File: src/design/cbs_pkg.sv
// Shared widths, types and helpers for the cubic Bezier split core.
// No dependencies; imported by cbs_lerp and cubic_bezier_split_core.
`default_nettype none

package cbs_pkg;

    // coordinate and parameter formats
    localparam int CW  = 32;          // coordinate width, signed Q16.16
    localparam int TF  = 16;          // fraction bits of t
    localparam int TW  = TF + 2;      // width of t at the port, signed Q1.TF
    localparam int TUW = TF + 1;      // clamped t, unsigned 0..1.0
    localparam int PW  = CW + 1;      // control / level point width
    localparam int DW  = CW + 2;      // difference width
    localparam int PRW = DW + TUW + 1; // difference times t

    localparam logic [TUW-1:0] T_ONE = {1'b1, {TF{1'b0}}};

    // pipeline stage numbering
    localparam int ST_IN  = 1;        // clamp t, form absolute controls
    localparam int ST_L1  = 2;        // first level: diff, product, sum
    localparam int ST_L2  = 5;        // second level
    localparam int ST_L3  = 8;        // third level
    localparam int ST_OUT = 11;       // offsets and saturation
    localparam int NST    = ST_OUT;

    typedef logic signed [CW-1:0] t_coord;
    typedef logic signed [PW-1:0] t_pt;
    typedef logic signed [DW-1:0] t_dif;
    typedef logic        [TUW-1:0] t_tq;

    // load enables of the three stages inside one interpolator
    typedef struct packed {
        logic diff;
        logic prod;
        logic sum;
    } t_lerp_en;

    function automatic t_tq clamp_t(input logic signed [TW-1:0] t);
        t_tq r;
        if (t[TW-1]) begin
            r = '0;
        end else if (t[TW-2:0] > T_ONE) begin
            r = T_ONE;
        end else begin
            r = t[TW-2:0];
        end
        return r;
    endfunction

    function automatic t_coord sat_coord(input t_dif x);
        t_coord r;
        if ((x[DW-1:CW-1] == '0) || (x[DW-1:CW-1] == '1)) begin
            r = x[CW-1:0];
        end else if (x[DW-1]) begin
            r = {1'b1, {(CW-1){1'b0}}};
        end else begin
            r = {1'b0, {(CW-1){1'b1}}};
        end
        return r;
    endfunction

endpackage

`default_nettype wire

File: src/design/cbs_lerp.sv
// Three-stage interpolator p + floor((q - p) * t / 2^TF) for one axis.
// Depends on cbs_pkg.
`default_nettype none

module cbs_lerp (
    input  logic              i_clk,
    input  cbs_pkg::t_lerp_en i_en,
    input  cbs_pkg::t_pt      i_p,
    input  cbs_pkg::t_pt      i_q,
    input  cbs_pkg::t_tq      i_t,
    output cbs_pkg::t_pt      o_pt
);
    import cbs_pkg::*;

    t_pt                  r_p1;
    t_dif                 r_d1;
    t_tq                  r_t1;
    t_pt                  r_p2;
    logic signed [PRW-1:0] r_prod;
    t_pt                  r_sum;

    t_dif                  n_d1;
    logic signed [PRW-1:0] n_prod;
    logic signed [PRW-1:0] w_shift;
    t_dif                  n_sum;

    always_comb begin
        n_d1    = t_dif'(i_q) - t_dif'(i_p);
        n_prod  = r_d1 * $signed({1'b0, r_t1});
        // arithmetic shift floors; magnitude never exceeds |q - p|
        w_shift = r_prod >>> TF;
        n_sum   = t_dif'(r_p2) + w_shift[DW-1:0];
    end

    always_ff @(posedge i_clk) begin
        if (i_en.diff) begin
            r_p1 <= i_p;
            r_d1 <= n_d1;
            r_t1 <= i_t;
        end
        if (i_en.prod) begin
            r_p2   <= r_p1;
            r_prod <= n_prod;
        end
        if (i_en.sum) begin
            // result lies between p and q, so it fits the point width
            r_sum <= n_sum[PW-1:0];
        end
    end

    assign o_pt = r_sum;

endmodule

`default_nettype wire

File: config.mk
export PLATFORM = sky130hd
export DESIGN_NAME = cbs_lerp
export DESIGN_NICKNAME = d
export VERILOG_FILES = /design/src/design/cbs_pkg.sv /design/src/design/cbs_lerp.sv
export SDC_FILE = /design/constraint.sdc
export NUM_CORES = 2
export LEC_CHECK = 0
export ABC_CLOCK_PERIOD_IN_PS = 15400
export BUFFER_PORTS_ARGS = -buffer_cell sky130_fd_sc_hd__buf_2
export CAP_MARGIN = 0
export CORE_ASPECT_RATIO = 2
export CORE_MARGIN = 5
export CORE_UTILIZATION = 55
export DETAILED_ROUTE_END_ITERATION = 12
export PLACE_DENSITY_LB_ADDON = 0.2
export SLEW_MARGIN = 10
export SYNTH_ARGS = -nofsm -noshare
export SYNTH_HDL_FRONTEND = slang
export SYNTH_SLANG_ARGS = --single-unit
File: constraint.sdc
create_clock -name i_clk -period 15.4 [get_ports i_clk]
set_input_delay 0.77 -clock i_clk [delete_from_list [all_inputs] [get_ports i_clk]]
set_output_delay 0.77 -clock i_clk [all_outputs]
set_load 0.05 [all_outputs]
======== After elaboration in Yosys (flattened, before gate mapping) ========
Cells that the tools add are included.
word-level totals
  register bits ........................... 199
  bits in latches ......................... 0
  RAM bits ................................ 0
  memory bits (read-only) ................. 0
  input bits .............................. 87
  output and inout port bits .............. 33
  memories ................................ 0
cells by class
  add/sub/neg operators ................... 2
  multipliers ............................. 1
  div/mod/pow operators ................... 0
  order comparisons ....................... 0
  eq/ne operators ......................... 0
  shift operators ......................... 0
  mux-type cells .......................... 0
  bitwise logic cells ..................... 0
  reduce and logical (&&, ||, !) cells .... 0
operators by type and width
  kind              count
  $mul A34 B18 Y49  1
  $sub A33 B33 Y34  1
  $add A33 B33 Y33  1

======== Logic depth before layout (Yosys ltp) ========
  depth in word-level cells ............... 1
  mapped depth ............................ 25

======== Worst setup path before layout ========
OpenSTA, ideal clock, no wires.
  path type ............................... reg2reg
  start ................................... register r_t1[9]
  end ..................................... register r_prod[42] (data pin)
  arrival ................................. 6.173 ns
  slack ................................... 8.965 ns
  cell stages (with the launch flop) ...... 26
  clock period less this slack ............ 6.435 ns
  path through ............................ edfxtp_1 -> clkbuf_1 -> clkbuf_1 -> nand2_1 -> fa_1 -> inv_1 -> fa_1 -> inv_1 -> fa_1 -> inv_1 -> fa_1 -> fa_1 -> inv_1 -> fa_1 -> inv_1 -> ha_1 -> a211oi_1 -> o21bai_1 -> a21o_1 -> a221oi_2 -> a21boi_2 -> o21ai_1 -> a211oi_1 -> o21ai_0 -> o21bai_1 -> xor2_1
on the way
  longest elaborated chain between the ends .. 1
RTL lines
  what                      RTL line        RTL
  start: declaration        cbs_lerp.sv:17  t_tq r_t1;
  start signal: assignment  cbs_lerp.sv:39  r_t1 <= i_t;
  $mul A34 B18 Y49          cbs_lerp.sv:29  n_prod = r_d1 * $signed({1'b0, r_t1});
  via n_prod[42]            cbs_lerp.sv:23  logic signed [PRW-1:0] n_prod;
  end signal: assignment    cbs_lerp.sv:43  r_prod <= n_prod;
  end: declaration          cbs_lerp.sv:19  logic signed [PRW-1:0] r_prod;
The timed path passes the listed nets, and every way through them passes these cells.
A chain may end at the register's enable or synchronous reset.

======== Worst setup path after layout ========
  start ................................... register r_t1[4]
  end ..................................... register r_prod[42] (data pin)
Same word-level chain as after synthesis.

==> flow_metrics.env <==
export IMPL_worstSetupPathType="reg -> reg"
export IMPL_crit_arrival_ns=8.15
export IMPL_yosysWarningCount=0
export IMPL_synth_simple_area_share=0.1408
export IMPL_period_minus_slack_ns=7.956
export IMPL_period_share=0.5166
export IMPL_synth_xor_area_share=0.03292
export IMPL_clock_skew_ns=0.02903
export IMPL_ant_nets=0
export IMPL_cap_viol_max_count=0
export IMPL_die_y_um=327.2
export IMPL_dp_hpwl_mm=59.94
export IMPL_die_x_um=168.6
export IMPL_hp_class="reg -> reg"
export IMPL_cts_tree="done"
export IMPL_crit_path_end_kind="flop"
export IMPL_grt_total_usage=0.2773
export IMPL_rsz0062_at_grt="false"
export IMPL_syn_inst=2775
export IMPL_drcViolationCount=0
export IMPL_dr_pass1_iters=5
export IMPL_die_area_sq_um=55170
export IMPL_hold_buffers=0
export IMPL_gp_congestion=0.9536
export IMPL_core_area_sq_um=49930
export IMPL_ys_seq_area_frac=0.1986
export IMPL_grt_pass1_wl_mm=116.0
export IMPL_maxSlewHeadroom=0.1327
export IMPL_num_antenna_cells=0
export IMPL_grt_ovfl_total=0
export IMPL_ys_ff_latch=183
export IMPL_hold_viol=0
export IMPL_synth_area_sq_um=27670
export IMPL_grt_max_degree=67
export IMPL_synth_top_cells_by_count="inv_1 (684), fa_1 (531), and2_1 (335), nand2_1 (286), edfxtp_1 (183)"
export IMPL_synth_top_family_by_area="adder cells"
export IMPL_dp_cells=3467
export IMPL_io_buffers=119
export IMPL_worstSetupStartpoint="r_t1[4]"
export IMPL_clock_path_buffers=2
export IMPL_critPathMaxFanout=34
export IMPL_status="complete, no violations"
export IMPL_drv_slew=0
export IMPL_final_cells=3501
export IMPL_cts_post_setup_buffers_inserted=0
export IMPL_pin_count=120
export IMPL_clock_tree_root_cell="clkbuf_16"
export IMPL_fin_setup_tns_ns=0
export IMPL_num_vias=19490
export IMPL_grt_antenna_before_repair=0
export IMPL_yosys_area_top_type_share=0.3841
export IMPL_muxShareOfSynthArea=0.0003617
export IMPL_synth_adder_area_share=0.4642
export IMPL_start_util=0.5543
export IMPL_r2r_start="r_t1[4]"
export IMPL_max_freq_ghz=0.1257
export IMPL_numCtsBuffers=17
export IMPL_critPathRequiredTime_ns=15.60
export IMPL_worstMarginPinSlew_ns=1.301
export IMPL_area_growth_pct=6.524
export IMPL_worstHoldStart="r_p1[16]"
export IMPL_synth_area_leaders="fa_1 (38%), edfxtp_1 (20%), inv_1 (9.3%)"
export IMPL_cts_sinks=183
export IMPL_yosysMostFrequentCell="inv_1"
export IMPL_num_nets_final=3634
export IMPL_grt_pass1_vias=22100
export IMPL_postLayoutCellArea_sq_um=29480
export IMPL_vias_per_cell=5.566
export IMPL_yosysTopAreaCell="fa_1"
export IMPL_synth_compound_area_share=0.05824
export IMPL_syn_nets=3570
export IMPL_cts_resized_gates=0
export IMPL_drt_initial_drc_count=920
export IMPL_wl_per_cell_um=21.10
export IMPL_drive_above_1_share=0.06241
export IMPL_async_flop_share=0
export IMPL_wirelength_mm=73.88
export IMPL_dpl_cell_area_sq_um=28850
export IMPL_avgSynthCellArea_sq_um=9.972
export IMPL_clk_pin_slew_ns=0.10
export IMPL_setup_viol=0
export IMPL_clk_latency_ns=0.48
export IMPL_ys_types=59
export IMPL_htree_levels=4
export IMPL_synth_edf_count=183
export IMPL_row_count=116
export IMPL_startpoint_type="flop"
export IMPL_synthFlopType="edfxtp_1"
-- cells in the final DEF (no fill, tap or decap), drive strengths merged, types with 4 or more instances in the layout --
cell | Yosys | final
a211oi | 4 | 4
a21o | 39 | 39
a21oi | 73 | 73
a31oi | 8 | 8
and2 | 335 | 335
and3 | 10 | 10
buf | 0 | 135
clkbuf | 90 | 18
clkinv | 0 | 6
edfxtp | 183 | 183
fa | 531 | 531
ha | 177 | 177
inv | 684 | 691
nand2 | 286 | 286
nand2b | 13 | 13
nand3 | 15 | 15
nand4 | 6 | 6
nor2 | 50 | 50
nor2b | 11 | 11
nor3 | 21 | 21
o21a | 18 | 18
o21ai | 49 | 49
o21bai | 15 | 15
xnor2 | 80 | 80
xor2 | 24 | 24
-- per-layer routing --
layer	vias up	global-route usage	wire (um)
met4	0	0.2553	8603
met3	351	0.02330	2053
met2	651	0.5352	42300
met1	10010	0.2435	20920
met5	-	0	0
li1	8474	-	-
-- final timing paths --
path / slack [ns] / depth (start not counted) / end
setup / recovery: 7.44 / 22 / r_prod[42]
hold / removal: 0.42 / 0 / r_p2[16]
setup reg to reg: 7.44 / 22 / r_prod[42]
hold reg to reg: 0.42 / 0 / r_p2[16]
-- critical path, stage by stage (launching register included) --
cell,delay [ns]
edfxtp_1,1.23
and2_1,0.28
fa_1,0.42
inv_1,0.09
fa_1,0.41
fa_1,0.50
fa_1,0.54
inv_1,0.05
fa_1,0.47
inv_1,0.05
fa_1,0.48
inv_1,0.04
ha_1,0.30
and4_1,0.18
o21ai_0,0.07
a21oi_1,0.22
nand3_1,0.18
a21boi_2,0.34
o21ai_1,0.16
a211oi_1,0.85
o21ai_0,0.39
o21bai_1,0.29
xor2_1,0.11
-- logic make-up (layout without fill, tap and decap cells) --
family                     Yosys count  count (layout)
buffers and inverters              774             851
DFF                                183             183
xor gates and xnor gates           104             104
and+or+nand+nor                    761             761
adders and majority gates          708             708
muxes                                1               1
AOI/OAI and AO/OA                  244             244
-- state kept, by name, indices dropped and copies added (netlist names) --
name    count
r_p1       33
r_prod     33
r_p2       33
r_t1       17
r_d1       34
o_pt       33
-- cell type report --
class | count | area, sq um
clock buffers | 18 | 429.2
clock inverters | 14 | 156.4
fillers | 4296 | 20450
inverters | 684 | 2567
multi-input cells | 1818 | 19270
flip-flops and latches | 183 | 5495
well taps | 649 | 812.0
repair buffers | 135 | 745.7
-- through the flow --
| step | utilization | worst slack [ns] | hold WS (ns) |
|---|---|---|---|
| floorplan | - | 8.965 | 0.4003 |
| global placement | 0.5778 | 7.804 | 0.4015 |
| detailed placement | 0.5778 | 7.599 | 0.4045 |
| CTS | 0.5896 | 7.507 | 0.4140 |
| global route | 0.5904 | 7.167 | 0.4247 |
| finish | 0.5904 | 7.444 | 0.4172 |
Power is left out: the tool's default activity adds up to more than one toggle a clock period on the data nets, which glitch-free logic cannot reach.
